==> config.mk <==
export PLATFORM = sky130hd
export DESIGN_NAME = tlb_fifo_address_translator
export DESIGN_NICKNAME = d
export VERILOG_FILES = /design/src/hdl/tlbat_pkg.sv /design/src/hdl/tlbat_ram.sv /design/src/hdl/tlbat_queue.sv /design/src/hdl/tlbat_front.sv /design/src/hdl/tlbat_back.sv /design/src/hdl/tlb_fifo_address_translator.sv
export SDC_FILE = /design/constraint.sdc
export NUM_CORES = 2
export LEC_CHECK = 0
export BUFFER_PORTS_ARGS = -buffer_cell sky130_fd_sc_hd__clkbuf_2
export CAP_MARGIN = 25
export CELL_PAD_IN_SITES_DETAIL_PLACEMENT = 1
export CELL_PAD_IN_SITES_GLOBAL_PLACEMENT = 2
export CORE_MARGIN = 2
export CORE_UTILIZATION = 45
export DETAILED_ROUTE_END_ITERATION = 6
export GPL_ROUTABILITY_DRIVEN = 1
export PLACE_DENSITY_LB_ADDON = 0.12
export SLEW_MARGIN = 15
export SYNTH_ARGS = -nofsm -noshare
export SYNTH_HDL_FRONTEND = slang
export SYNTH_SLANG_ARGS = --single-unit
==> constraint.sdc <==
create_clock -name i_clk -period 5.9 [get_ports i_clk]
set_clock_uncertainty 0.2 [all_clocks]
set_input_delay 0 -clock i_clk [delete_from_list [all_inputs] [get_ports i_clk]]
set_output_delay 0 -clock i_clk [all_outputs]
set_load 0.05 [all_outputs]
==> src/hdl/tlbat_pkg.sv <==
// Shared types and constants of the TLB address translator.
package tlbat_pkg;

    localparam int PAGE_W       = 8;
    localparam int OFFSET_W     = 8;
    localparam int FRAME_W      = 8;
    localparam int VADDR_W      = PAGE_W + OFFSET_W;
    localparam int PADDR_W      = FRAME_W + OFFSET_W;
    localparam int FRAME_CNT_W  = FRAME_W + 1;
    localparam int PAGE_SPAN    = 1 << PAGE_W;
    localparam int DEF_TLB_ENTRIES = 32;
    localparam int DEF_PAGE_COUNT  = 256;
    localparam int QUEUE_DEPTH  = 2;
    localparam int QUEUE_AW     = $clog2(QUEUE_DEPTH);

    // One classified word from the lookup side to the page-table side.
    typedef struct packed {
        logic [PAGE_W-1:0]   page;
        logic [OFFSET_W-1:0] offset;
        logic                hit;
        logic [FRAME_W-1:0]  frame;
    } t_item;

    // TLB refill request from the page-table side back to the lookup side.
    typedef struct packed {
        logic               en;
        logic [PAGE_W-1:0]  page;
        logic [FRAME_W-1:0] frame;
    } t_tlb_fill;

endpackage

==> src/hdl/tlbat_ram.sv <==
// Generic single-write, single-read RAM with registered read data.
module tlbat_ram #(
    parameter int WIDTH = 8,
    parameter int DEPTH = 256
) (
    input  logic                     i_clk,
    input  logic                     i_we,
    input  logic [$clog2(DEPTH)-1:0] i_waddr,
    input  logic [WIDTH-1:0]         i_wdata,
    input  logic [$clog2(DEPTH)-1:0] i_raddr,
    output logic [WIDTH-1:0]         o_rdata
);

    logic [WIDTH-1:0] r_mem [DEPTH];
    logic [WIDTH-1:0] r_rdata;

    always_ff @(posedge i_clk) begin
        if (i_we) begin
            r_mem[i_waddr] <= i_wdata;
        end
        r_rdata <= r_mem[i_raddr];
    end

    assign o_rdata = r_rdata;

endmodule

==> src/hdl/tlbat_queue.sv <==
// Two-entry queue that decouples the TLB lookup from the page-table side.
module tlbat_queue (
    input  logic           i_clk,
    input  logic           i_rst_n,
    input  logic           i_push,
    input  tlbat_pkg::t_item i_item,
    input  logic           i_pop,
    output logic           o_valid,
    output logic           o_full,
    output tlbat_pkg::t_item o_item
);
    import tlbat_pkg::*;

    t_item               r_slot [QUEUE_DEPTH];
    logic [QUEUE_AW-1:0] r_wptr;
    logic [QUEUE_AW-1:0] r_rptr;
    logic [QUEUE_AW:0]   r_count;
    logic                w_push;
    logic                w_pop;

    assign o_valid = (r_count != '0);
    assign o_full  = (r_count == (QUEUE_AW+1)'(QUEUE_DEPTH));
    assign o_item  = r_slot[r_rptr];
    assign w_push  = i_push && !o_full;
    assign w_pop   = i_pop && o_valid;

    always_ff @(posedge i_clk) begin
        if (w_push) begin
            r_slot[r_wptr] <= i_item;
        end
    end

    always_ff @(posedge i_clk) begin
        if (!i_rst_n) begin
            r_wptr  <= '0;
            r_rptr  <= '0;
            r_count <= '0;
        end else begin
            if (w_push) begin
                r_wptr <= (r_wptr == QUEUE_AW'(QUEUE_DEPTH-1)) ? '0 : r_wptr + 1'b1;
            end
            if (w_pop) begin
                r_rptr <= (r_rptr == QUEUE_AW'(QUEUE_DEPTH-1)) ? '0 : r_rptr + 1'b1;
            end
            case ({w_push, w_pop})
                2'b10:   r_count <= r_count + 1'b1;
                2'b01:   r_count <= r_count - 1'b1;
                default: r_count <= r_count;
            endcase
        end
    end

endmodule

==> src/hdl/tlbat_front.sv <==
// Fully associative TLB: parallel lookup on accept and FIFO refill.
module tlbat_front #(
    parameter int TLB_ENTRIES = tlbat_pkg::DEF_TLB_ENTRIES
) (
    input  logic                          i_clk,
    input  logic                          i_rst_n,
    input  logic                          i_accept,
    input  logic [tlbat_pkg::VADDR_W-1:0] i_virtual_address,
    input  tlbat_pkg::t_tlb_fill          i_fill,
    output logic                          o_push,
    output tlbat_pkg::t_item              o_item
);
    import tlbat_pkg::*;

    localparam int PTR_W = $clog2(TLB_ENTRIES);

    logic [PAGE_W-1:0]      r_tag   [TLB_ENTRIES];
    logic [FRAME_W-1:0]     r_frame [TLB_ENTRIES];
    logic [TLB_ENTRIES-1:0] r_valid;
    logic [PTR_W-1:0]       r_ptr;
    logic [PAGE_W-1:0]      w_page;
    logic                   w_hit;
    logic [FRAME_W-1:0]     w_frame;

    assign w_page = i_virtual_address[VADDR_W-1:OFFSET_W];

    // Compare all slots at once; the lowest matching slot wins.
    always_comb begin
        w_hit   = 1'b0;
        w_frame = '0;
        for (int i = TLB_ENTRIES - 1; i >= 0; i--) begin
            if (r_valid[i] && (r_tag[i] == w_page)) begin
                w_hit   = 1'b1;
                w_frame = r_frame[i];
            end
        end
    end

    assign o_push        = i_accept;
    assign o_item.page   = w_page;
    assign o_item.offset = i_virtual_address[OFFSET_W-1:0];
    assign o_item.hit    = w_hit;
    assign o_item.frame  = w_frame;

    always_ff @(posedge i_clk) begin
        if (i_fill.en) begin
            r_tag[r_ptr]   <= i_fill.page;
            r_frame[r_ptr] <= i_fill.frame;
        end
    end

    always_ff @(posedge i_clk) begin
        if (!i_rst_n) begin
            r_valid <= '0;
            r_ptr   <= '0;
        end else if (i_fill.en) begin
            r_valid[r_ptr] <= 1'b1;
            r_ptr <= (r_ptr == PTR_W'(TLB_ENTRIES - 1)) ? '0 : r_ptr + 1'b1;
        end
    end

    a_ptr_range: assert property (@(posedge i_clk) disable iff (!i_rst_n)
        r_ptr <= PTR_W'(TLB_ENTRIES - 1))
        else $error("TLB insert pointer out of range");

    a_fill_sets_valid: assert property (@(posedge i_clk) disable iff (!i_rst_n)
        i_fill.en |=> r_valid[$past(r_ptr)])
        else $error("refilled TLB slot not marked valid");

endmodule

==> src/hdl/tlbat_back.sv <==
// Page-table side: resolves TLB misses, allocates frames, drives results.
module tlbat_back #(
    parameter int PAGE_COUNT = tlbat_pkg::DEF_PAGE_COUNT
) (
    input  logic                          i_clk,
    input  logic                          i_rst_n,
    input  logic                          i_q_valid,
    input  tlbat_pkg::t_item              i_q_item,
    output logic                          o_pop,
    output logic                          o_busy,
    output tlbat_pkg::t_tlb_fill          o_fill,
    output logic                          o_valid,
    output logic [tlbat_pkg::PADDR_W-1:0] o_physical_address,
    output logic                          o_tlb_hit,
    output logic                          o_page_fault
);
    import tlbat_pkg::*;

    // Only 256 distinct pages exist, so a larger table has unreachable rows.
    localparam int PT_DEPTH = (PAGE_COUNT < PAGE_SPAN) ? PAGE_COUNT : PAGE_SPAN;
    localparam int PT_AW    = $clog2(PT_DEPTH);

    typedef enum logic {
        S_IDLE,
        S_RESOLVE
    } t_state;

    t_state                 r_state;
    t_item                  r_item;
    logic [PT_AW-1:0]       r_pidx;
    logic [PT_DEPTH-1:0]    r_pt_valid;
    logic [FRAME_CNT_W-1:0] r_nff;
    logic                   r_out_valid;
    logic [PADDR_W-1:0]     r_out_paddr;
    logic                   r_out_hit;
    logic                   r_out_fault;
    logic [PT_AW-1:0]       w_pidx;
    logic [FRAME_W-1:0]     w_pt_rdata;
    logic                   w_fault;
    logic [FRAME_W-1:0]     w_frame;
    logic                   w_pt_we;

    // Page number modulo the table size, as a constant lookup table.
    always_comb begin
        w_pidx = '0;
        for (int p = 0; p < PAGE_SPAN; p++) begin
            if (i_q_item.page == PAGE_W'(p)) begin
                w_pidx = PT_AW'(p % PT_DEPTH);
            end
        end
    end

    assign o_pop   = (r_state == S_IDLE) && i_q_valid;
    assign o_busy  = (r_state != S_IDLE);
    assign w_fault = !r_pt_valid[r_pidx];
    assign w_frame = w_fault ? r_nff[FRAME_W-1:0] : w_pt_rdata;
    assign w_pt_we = (r_state == S_RESOLVE) && w_fault;

    assign o_fill.en    = (r_state == S_RESOLVE);
    assign o_fill.page  = r_item.page;
    assign o_fill.frame = w_frame;

    tlbat_ram #(
        .WIDTH (FRAME_W),
        .DEPTH (PT_DEPTH)
    ) u_page_table (
        .i_clk   (i_clk),
        .i_we    (w_pt_we),
        .i_waddr (r_pidx),
        .i_wdata (r_nff[FRAME_W-1:0]),
        .i_raddr (w_pidx),
        .o_rdata (w_pt_rdata)
    );

    always_ff @(posedge i_clk) begin
        if (!i_rst_n) begin
            r_state     <= S_IDLE;
            r_pt_valid  <= '0;
            r_nff       <= '0;
            r_out_valid <= 1'b0;
        end else begin
            r_out_valid <= 1'b0;
            case (r_state)
                S_IDLE: begin
                    if (i_q_valid) begin
                        r_item <= i_q_item;
                        r_pidx <= w_pidx;
                        if (i_q_item.hit) begin
                            r_out_valid <= 1'b1;
                            r_out_paddr <= {i_q_item.frame, i_q_item.offset};
                            r_out_hit   <= 1'b1;
                            r_out_fault <= 1'b0;
                        end else begin
                            r_state <= S_RESOLVE;
                        end
                    end
                end
                S_RESOLVE: begin
                    if (w_fault) begin
                        r_pt_valid[r_pidx] <= 1'b1;
                        if (!r_nff[FRAME_W]) begin
                            r_nff <= r_nff + 1'b1;
                        end
                    end
                    r_out_valid <= 1'b1;
                    r_out_paddr <= {w_frame, r_item.offset};
                    r_out_hit   <= 1'b0;
                    r_out_fault <= w_fault;
                    r_state     <= S_IDLE;
                end
                default: begin
                    r_state <= S_IDLE;
                end
            endcase
        end
    end

    assign o_valid            = r_out_valid;
    assign o_physical_address = r_out_paddr;
    assign o_tlb_hit          = r_out_hit;
    assign o_page_fault       = r_out_fault;

    a_nff_bound: assert property (@(posedge i_clk) disable iff (!i_rst_n)
        r_nff <= FRAME_CNT_W'(PAGE_SPAN))
        else $error("free frame counter beyond frame limit");

    a_fault_marks_page: assert property (@(posedge i_clk) disable iff (!i_rst_n)
        w_pt_we |=> r_pt_valid[$past(r_pidx)])
        else $error("faulted page not marked valid");

endmodule

==> src/hdl/tlb_fifo_address_translator.sv <==
// Top level of the TLB address translator with FIFO replacement.
//
// Usage: drive i_virtual_address and raise start; the word is taken at a
// rising edge with start high and busy low. Bits 15..8 are the page and
// bits 7..0 the offset. Each word yields exactly one result: o_valid is
// high for one cycle with o_physical_address = frame*256 + offset,
// o_tlb_hit and o_page_fault. The receiver cannot stall; take the result
// in the cycle it is shown.
// Structure: the lookup side compares the page against every TLB slot in
// parallel on accept and pushes the classified word into a two-entry
// queue. The page-table side pops it; a hit leaves at once, a miss reads
// the page table (synchronous RAM), allocates a frame if the
// page is unmapped and refills the TLB slot under the FIFO pointer.
// Timing: a hit's result is registered by the page-table side as it pops
// the word from the queue; a miss first passes through S_RESOLVE, where
// the page-table RAM read data is used. busy stays high until the TLB
// refill is done, so the next word is taken at the edge that ends the
// result cycle, on hits and misses alike.
// Reset (synchronous, active low) clears TLB and page valid bits, the
// free frame counter and the FIFO pointer; no clearing pass is needed.
module tlb_fifo_address_translator #(
    parameter int TLB_ENTRIES = tlbat_pkg::DEF_TLB_ENTRIES,
    parameter int PAGE_COUNT  = tlbat_pkg::DEF_PAGE_COUNT
) (
    input  logic                          i_clk,
    input  logic                          i_rst_n,
    input  logic                          start,
    output logic                          busy,
    input  logic [tlbat_pkg::VADDR_W-1:0] i_virtual_address,
    output logic                          o_valid,
    output logic [tlbat_pkg::PADDR_W-1:0] o_physical_address,
    output logic                          o_tlb_hit,
    output logic                          o_page_fault
);
    import tlbat_pkg::*;

    logic      w_accept;
    logic      w_push;
    t_item     w_push_item;
    logic      w_q_valid;
    logic      w_q_full;
    t_item     w_q_item;
    logic      w_pop;
    logic      w_back_busy;
    t_tlb_fill w_fill;

    // Hold off new words while any word is still queued or resolving:
    // the next lookup must see the refill of a preceding miss.
    assign busy     = w_q_valid || w_back_busy;
    assign w_accept = start && !busy;

    tlbat_front #(
        .TLB_ENTRIES (TLB_ENTRIES)
    ) u_front (
        .i_clk             (i_clk),
        .i_rst_n           (i_rst_n),
        .i_accept          (w_accept),
        .i_virtual_address (i_virtual_address),
        .i_fill            (w_fill),
        .o_push            (w_push),
        .o_item            (w_push_item)
    );

    tlbat_queue u_queue (
        .i_clk   (i_clk),
        .i_rst_n (i_rst_n),
        .i_push  (w_push),
        .i_item  (w_push_item),
        .i_pop   (w_pop),
        .o_valid (w_q_valid),
        .o_full  (w_q_full),
        .o_item  (w_q_item)
    );

    tlbat_back #(
        .PAGE_COUNT (PAGE_COUNT)
    ) u_back (
        .i_clk              (i_clk),
        .i_rst_n            (i_rst_n),
        .i_q_valid          (w_q_valid),
        .i_q_item           (w_q_item),
        .o_pop              (w_pop),
        .o_busy             (w_back_busy),
        .o_fill             (w_fill),
        .o_valid            (o_valid),
        .o_physical_address (o_physical_address),
        .o_tlb_hit          (o_tlb_hit),
        .o_page_fault       (o_page_fault)
    );

    a_no_push_when_full: assert property (@(posedge i_clk) disable iff (!i_rst_n)
        w_push |-> !w_q_full)
        else $error("word pushed into a full queue");

    a_hit_no_fault: assert property (@(posedge i_clk) disable iff (!i_rst_n)
        o_valid |-> !(o_tlb_hit && o_page_fault))
        else $error("result flags both hit and fault");

    a_result_spacing: assert property (@(posedge i_clk) disable iff (!i_rst_n)
        o_valid |=> !o_valid)
        else $error("results on consecutive cycles");

    a_result_needs_work: assert property (@(posedge i_clk) disable iff (!i_rst_n)
        o_valid |-> $past(busy))
        else $error("result without a word in flight");

endmodule
# Word level (Yosys, flattened, before mapping)
# Memory sizes are Yosys's and may differ from the RTL's. A register that Yosys moved wholly into a read port is not among the register bits.
# Cells that the tools add are included.
dict set report totals {
  in_bits 19
  n_memories 4
  reg_bits 350
  elab_cells 731
  ram_bits 2610
  output_inout_bits 20
}
dict set report op_classes {
  n_reduce_logical 49
  n_lt_le_gt_ge 4
  eq_ne 293
  muxes 354
  addsub 6
  bitwise_logic 5
}
# name depth word_bits rd rd_clocked_by_memory_dff write_ports line_no
set mem_list {}
lappend mem_list {u_back.u_page_table.r_mem 256 8 1 1 1 tlbat_ram.sv:14} ;# logic [WIDTH-1:0] r_mem [DEPTH];
lappend mem_list {u_front.r_frame 32 8 32 0 1 tlbat_front.sv:18} ;# logic [FRAME_W-1:0] r_frame [TLB_ENTRIES];
lappend mem_list {u_front.r_tag 32 8 32 0 1 tlbat_front.sv:17} ;# logic [PAGE_W-1:0] r_tag [TLB_ENTRIES];
lappend mem_list {u_queue.r_slot 2 25 1 1 1 tlbat_queue.sv:14} ;# t_item r_slot [QUEUE_DEPTH];
# op count
set op_table {}
lappend op_table {{8-bit two-way mux} 287}
lappend op_table {{8-bit equality test (second input constant)} 128}
lappend op_table {{8-bit by 7-bit equality test with 1-bit output (second input constant)} 64}
lappend op_table {{8-bit by 6-bit equality test with 1-bit output (second input constant)} 32}
lappend op_table {{8-bit equality test} 32}
lappend op_table {{256-bit OR} 1}
lappend op_table {{8-bit by 5-bit equality test with 1-bit output (second input constant)} 16}
lappend op_table {{8-bit by 4-bit equality test with 1-bit output (second input constant)} 8}
lappend op_table {{1-bit two-way mux} 54}
lappend op_table {{1-bit logical AND} 39}
lappend op_table {{8-bit by 3-bit equality test with 1-bit output (second input constant)} 4}
lappend op_table {{16-bit two-way mux} 2}
lappend op_table {{32-bit OR} 1}
lappend op_table {{16-bit one-hot mux with 2 select lines} 1}
lappend op_table {{8-bit by 2-bit equality test with 1-bit output (second input constant)} 2}
lappend op_table {{9-bit by 1-bit adder with 9-bit output (second input constant)} 1}
lappend op_table {{8-bit by 9-bit < comparator with 1-bit output (second input constant)} 1}
lappend op_table {{9-bit two-way mux} 1}
lappend op_table {{3-bit AND reduction} 3}
lappend op_table {{1-bit binary-select mux with 8-bit select} 1}
lappend op_table {{1-bit demux with 8-bit select} 1}
lappend op_table {{8-bit by 1-bit equality test with 1-bit output (second input constant)} 1}
lappend op_table {{8-bit by 1-bit >= comparator with 1-bit output (second input constant)} 1}
lappend op_table {{1-bit one-hot mux with 2 select lines} 4}
lappend op_table {{other kinds (18)} 26}

# Logic depth before layout (Yosys ltp)
dict set report logic_depth {
  ltp_word 256
  depth_mapped 15
  ltp_nobuf 11
}

# By module
# From an unflattened synthesis, not the netlist that was laid out.
dict set report hier_totals {
  cells_unflattened 6667
  hier_area_um2 117119.8
}
# module seq_area_each_um2 area_each_um2 cells_per_inst instances
set modules_own_cells {}
lappend modules_own_cells {tlbat_ram 61659.1 79556.3 3733 1}
lappend modules_own_cells {tlbat_front 16115.5 22987.0 1547 1}
lappend modules_own_cells {tlbat_back 6606.3 12525.8 1281 1}
lappend modules_own_cells {tlbat_queue 1601.5 2037.0 104 1}
lappend modules_own_cells {tlb_fifo_address_translator 0.0 13.8 2 1}

# Worst setup path before layout
# Ideal clock, no wire load.
dict set report synth_path {
  path_type {reg-to-reg}
  from {register u_back.r_nff[1]}
  to {register u_back.r_nff[4]}
  setup_time_ns 0.117
  path_stages_with_launch 6
  arrival_time_ns 5.024
  path_slack_ns 0.559
  t_required_ns 5.583
  synth_period_minus_slack_ns 5.341
  n_path_buf 0
  cell_sequence {dfxtp_1 > ha_1 > nand3_1 > or3_1 > xnor2_1 > and2_1}
}
dict set report synth_via {
  elab_chain_len 1
}
# element line_no
set synth_lines {}
lappend synth_lines {{from (decl)} tlbat_back.sv:32} ;# logic [FRAME_CNT_W-1:0] r_nff;
lappend synth_lines {{from (signal assigned)} tlbat_back.sv:102} ;# r_nff <= r_nff + 1'b1;
lappend synth_lines {{9-bit by 1-bit adder with 9-bit output} tlbat_back.sv:102}
# No other way between the ends.
# A chain may end at the register's enable or synchronous reset.

# Final worst setup path
dict set report layout_path {
  from {register u_back.r_pidx[0]}
  to {memory u_back.u_page_table.r_mem[210][0], enable pin}
}
dict set report layout_via {
  elab_chain_len 6
}
# element line_no
set layout_lines {}
lappend layout_lines {{from (decl)} tlbat_back.sv:30} ;# logic [PT_AW-1:0] r_pidx;
lappend layout_lines {{from (signal assigned)} tlbat_back.sv:87} ;# r_pidx <= w_pidx;
lappend layout_lines {{1-bit binary-select mux with 8-bit select} tlbat_back.sv:55} ;# assign w_fault = !r_pt_valid[r_pidx];
lappend layout_lines {{1-bit two-way mux (implied by the code)} tlbat_back.sv:55}
lappend layout_lines {{1-bit logical NOT} tlbat_back.sv:55}
lappend layout_lines {{1-bit logical AND} tlbat_back.sv:57} ;# assign w_pt_we = (r_state == S_RESOLVE) && w_fault;
lappend layout_lines {{1-bit two-way mux} tlbat_ram.sv:18} ;# if (i_we) begin
lappend layout_lines {{1-bit two-way mux (implied by the code)} tlbat_ram.sv:19} ;# r_mem[i_waddr] <= i_wdata;
lappend layout_lines {{to (decl)} tlbat_ram.sv:14}
# Parallel ways exist; a longest one is shown, timed or not. The select of a mux whose other input is x is not followed.

==> results.md <==
* Top FF cell, synth: edfxtp_1
* Initial antenna violation count at 15
* Grt ovf at 0
* Max FO, Critical Path at 17
* Area delta synth->final at 13.5%
* Status: finished clean
* DRC violations left at 0
* Max Fclk at 172 MHz
* CP max-delay cell: nor2_1
* First-pass GRT wire length at about 580,000 um
* Antenna Nets Post-Route at 0
* Die area at ~270,000 sq um
* Total GRT Usage at 0.291
* Clock share of power at 0.363
* Fill cells at between 20,000 and 30,000
* Setup violations, final at 0
* WS Path Type: flop to flop
* Dpl hpwl at about 240,000 um
* Worst-path clk slew at 0.06 ns
* P_leak at approximately 47 nW
* Vias per cell at about 6.0
* Clock Sinks at between 2,000 and 3,000
* Rows at about 190
* PD cells at between 400 and 500 nW/um^2
* Area contributors post-synth: edfxtp_1 67%, nand2_1 7.2%, dfxtp_1 5.3%
* Final net count at a little over 9,000
* Syn Std Cell Area at 119,000 sq um
* Synth top cells by count: 2,652 x edfxtp_1, 2,297 x nand2_1, 1,099 x nand3_1
* Final Slew Violations at 0
* Maxcap violations at 0
* Sw Ratio at 0.323
* Synthesized flop and latch total at ~3,000
* Startpoint Class: flop
* Mean Syn Cell Area at between 10 and 15 sq um
* CTS tree: done
* CP startpoint: u_back.r_pidx[0]$_DFFE_PP_
* Endpoint class of the critical path: flop
* Core Region at ~260,000 sq um
* HP Class: input port to flop
* Reg-to-reg setup timing slack at a little under 0.09 ns
* Post-Synthesis Cells at 9,166
* Post-synthesis sequential area ratio at 0.720
* CP bufs+invs at 2
* Worst EP required at just over 6 ns
* Combinational Power Share at 0.216
* CP Cell Sequence: buf_12, mux4_2, a22oi_1, nand2_1, a22oi_1, buf_4, a21boi_1, or4_1, or2_4, nor3_2, nand2_1, nor2_1
* Most numerous cell in the Yosys netlist: edfxtp_1
* Vias in the first global route at 80,200
* Unique masters post-synth at between 60 and 70
* Worst stage delay on the critical path at around 0.66 ns
* R2R Path End: u_back.u_page_table.r_mem[210][0]$_DFFE_PP_
* Vias at roughly 78,000
* H-tree depth at 5
* Yosys top cell area share at 0.667
* FF-to-FF Start: u_back.r_pidx[0]$_DFFE_PP_
* Minimum clock period at ~5.8 ns
* Fraction of layout cells with a size suffix above 1 at 0.122
* CTS buffer count at about 320
* Port-buffer cells at 38
* WHS Path Cells at 2
* Synth warn at 0
* Horiz. Die Dim at ~520 um
* DR pass1 iterations at 6
* Worst Path Arrival at between 6 and 7 ns
* CP top delay family: simple AND/OR/NAND/NOR gates
* Register area at ~86,000 sq um
* Largest net degree at the start of global routing at about 150
* Crit share post-route at 0.985
* Worst vdd ir at around 0.32 mV
* Hold Path Origin: i_virtual_address[12]
* Setup slack after layout at between 0.08 and 0.09 ns
* Chip Height at just over 500 um
* RD Place Congestion at 0.858
* Mapped Nets at around 9,000
* RSZ-0062 raised after global routing: true
* Starting Density at 0.451
* Max clock buf depth at 4
* Num ports at 39
* Pint at roughly 0.038 W
* DR WL/cell at 30.5 um
* Multi-input gate area at 31,100 sq um
* Clk root buf: clkbuf_16
* Final wirelength at approximately 400,000 um
* Hold endpoint: u_queue.r_slot[1][21]$_DFFE_PP_
* Final Hold Vio Count at 0
* Async set-reset flop share out of synthesis at 0
* EDFF count, synth at ~2,700
* Setup_tns at 0 ns
* Worst-Skew Late Latency at between 0.9 and 1 ns
* Slew headroom at 0.275
* Worst Tran Pin Value at 1.09 ns
* Net switching power at roughly 0.018 W
* Sequential power share at 0.421
* Yosys top cell by area: edfxtp_1
* Reg2Reg Depth at 12
* 1st-iter DRT viols at 8,261
* Pre-CTS WS at between 0.15 and 0.2 ns
power by group through the flow:
stage	registers, W	clock network, W	logic, W
floorplan	0.0239	0	0.00615
global placement	0.0238	0	0.0117
detailed placement	0.0238	0	0.0118
CTS	0.0234	0.0205	0.0119
global route	0.0234	0.0212	0.0125
finish	0.0234	0.0202	0.0120
worst max path at each step:
stage                                                        endpoint  cells past startpoint
after floorplan                          u_back.r_nff[4]$_SDFFE_PN0P_                      5
after global placement    u_back.u_page_table.r_mem[220][2]$_DFFE_PP_                     12
after detailed placement  u_back.u_page_table.r_mem[220][1]$_DFFE_PP_                     12
after CTS                 u_back.u_page_table.r_mem[210][0]$_DFFE_PP_                     12
after global routing      u_back.u_page_table.r_mem[210][7]$_DFFE_PP_                     12
final                     u_back.u_page_table.r_mem[210][0]$_DFFE_PP_                     12
metal layers:
layer | wire length (um) | up-vias | global-route usage
met5 | 20 | - | 0
met4 | 14100 | 2 | 0.0940
met3 | 23500 | 611 | 0.0377
met2 | 188000 | 2612 | 0.466
met1 | 173000 | 41100 | 0.413
li1 | - | 34000 | -
cells in the final DEF (no fill, tap or decap), types with 29 or more instances in the layout:
cell | synthesis | routed
nand4_1 | 51 | 51
edfxtp_1 | 2652 | 2652
clkbuf_16 | 0 | 330
inv_1 | 41 | 40
mux4_2 | 64 | 64
o21ai_0 | 74 | 74
clkbuf_1 | 457 | 97
a22oi_1 | 82 | 82
xor2_1 | 36 | 36
clkinv_2 | 0 | 56
clkbuf_2 | 0 | 38
or3_1 | 29 | 29
o21a_1 | 242 | 242
and3_1 | 137 | 137
nor3_2 | 182 | 188
xnor2_1 | 230 | 230
buf_12 | 0 | 45
buf_4 | 1 | 259
nor2_1 | 169 | 161
clkinv_1 | 0 | 34
nand3_1 | 1099 | 1095
a31oi_1 | 145 | 145
dfxtp_1 | 317 | 308
nor3_1 | 80 | 72
mux2_2 | 29 | 29
a311oi_1 | 261 | 261
nand2_1 | 2297 | 2285
a21oi_1 | 34 | 34
sequential cells by signal, summed over array words and instances (netlist names), 8 cells and up, named ones only:
name	count
u_back.r_pt_valid	256
u_front.r_valid	32
u_back.r_pidx	8
u_back.u_page_table.r_mem	2048
u_queue.r_slot	50
u_back.u_page_table.o_rdata	8
u_back.o_fill	8
u_front.r_frame	256
u_front.r_tag	256
u_back.r_item	8
u_back.o_physical_address	16
u_back.r_nff	9
final cells by class:
class                           instances  area share
Multi-Input combinational cell       5525       0.229
Timing Repair Buffer                  377      0.0255
Antenna cell                            6    0.000111
Clock inverter                        138      0.0105
Inverter                               44     0.00135
Clock buffer                          453      0.0661
Tap cell                             3533      0.0326
Sequential cell                      2969       0.635
cells by family (layout without fill, tap and decap cells):
| logic type | Yosys count | after routing | share of synthesized area |
|---|---|---|---|
| flops | 2969 | 2969 | 0.720 |
| buf+inv | 672 | 1012 | 0.0218 |
| other cells | 0 | 6 | 0 |
| fa+ha+maj | 7 | 7 | 0.000734 |
| compound gates | 992 | 992 | 0.0618 |
| xor+xnor | 266 | 266 | 0.0195 |
| simple gates | 4148 | 4148 | 0.160 |
| mux | 112 | 112 | 0.0164 |
metrics by stage:
| stage | utilization | cells | hold slack [ns] | area (sq um) | total power [W] |
|---|---|---|---|---|---|
| 4_1_cts | 0.512 | 13000 | 0.0135 | 135000 | 0.0557 |
| 2_1_floorplan | - | 9166 | -0.101 | 119000 | 0.0301 |
| 3_5_place_dp | 0.472 | 12400 | -0.00284 | 125000 | 0.0356 |
| 5_1_grt | 0.512 | 13000 | 0.0715 | 136000 | 0.0571 |
| 3_3_place_gp | 0.471 | 12400 | -0.00725 | 125000 | 0.0355 |
| 6_report | 0.512 | 13000 | 0.0868 | 136000 | 0.0555 |
what timing repair did:
| item | CTS | global route |
|---|---|---|
| gates resized for setup | 0 | 1 |
| buffers inserted | 0 | 0 |
| hold endpoints to repair | 280 | 0 |
| hold buffers | 25 | 0 |
| setup endpoints to repair | 0 | 19 |
No activity file was read; power rests on OpenSTA's default activity.
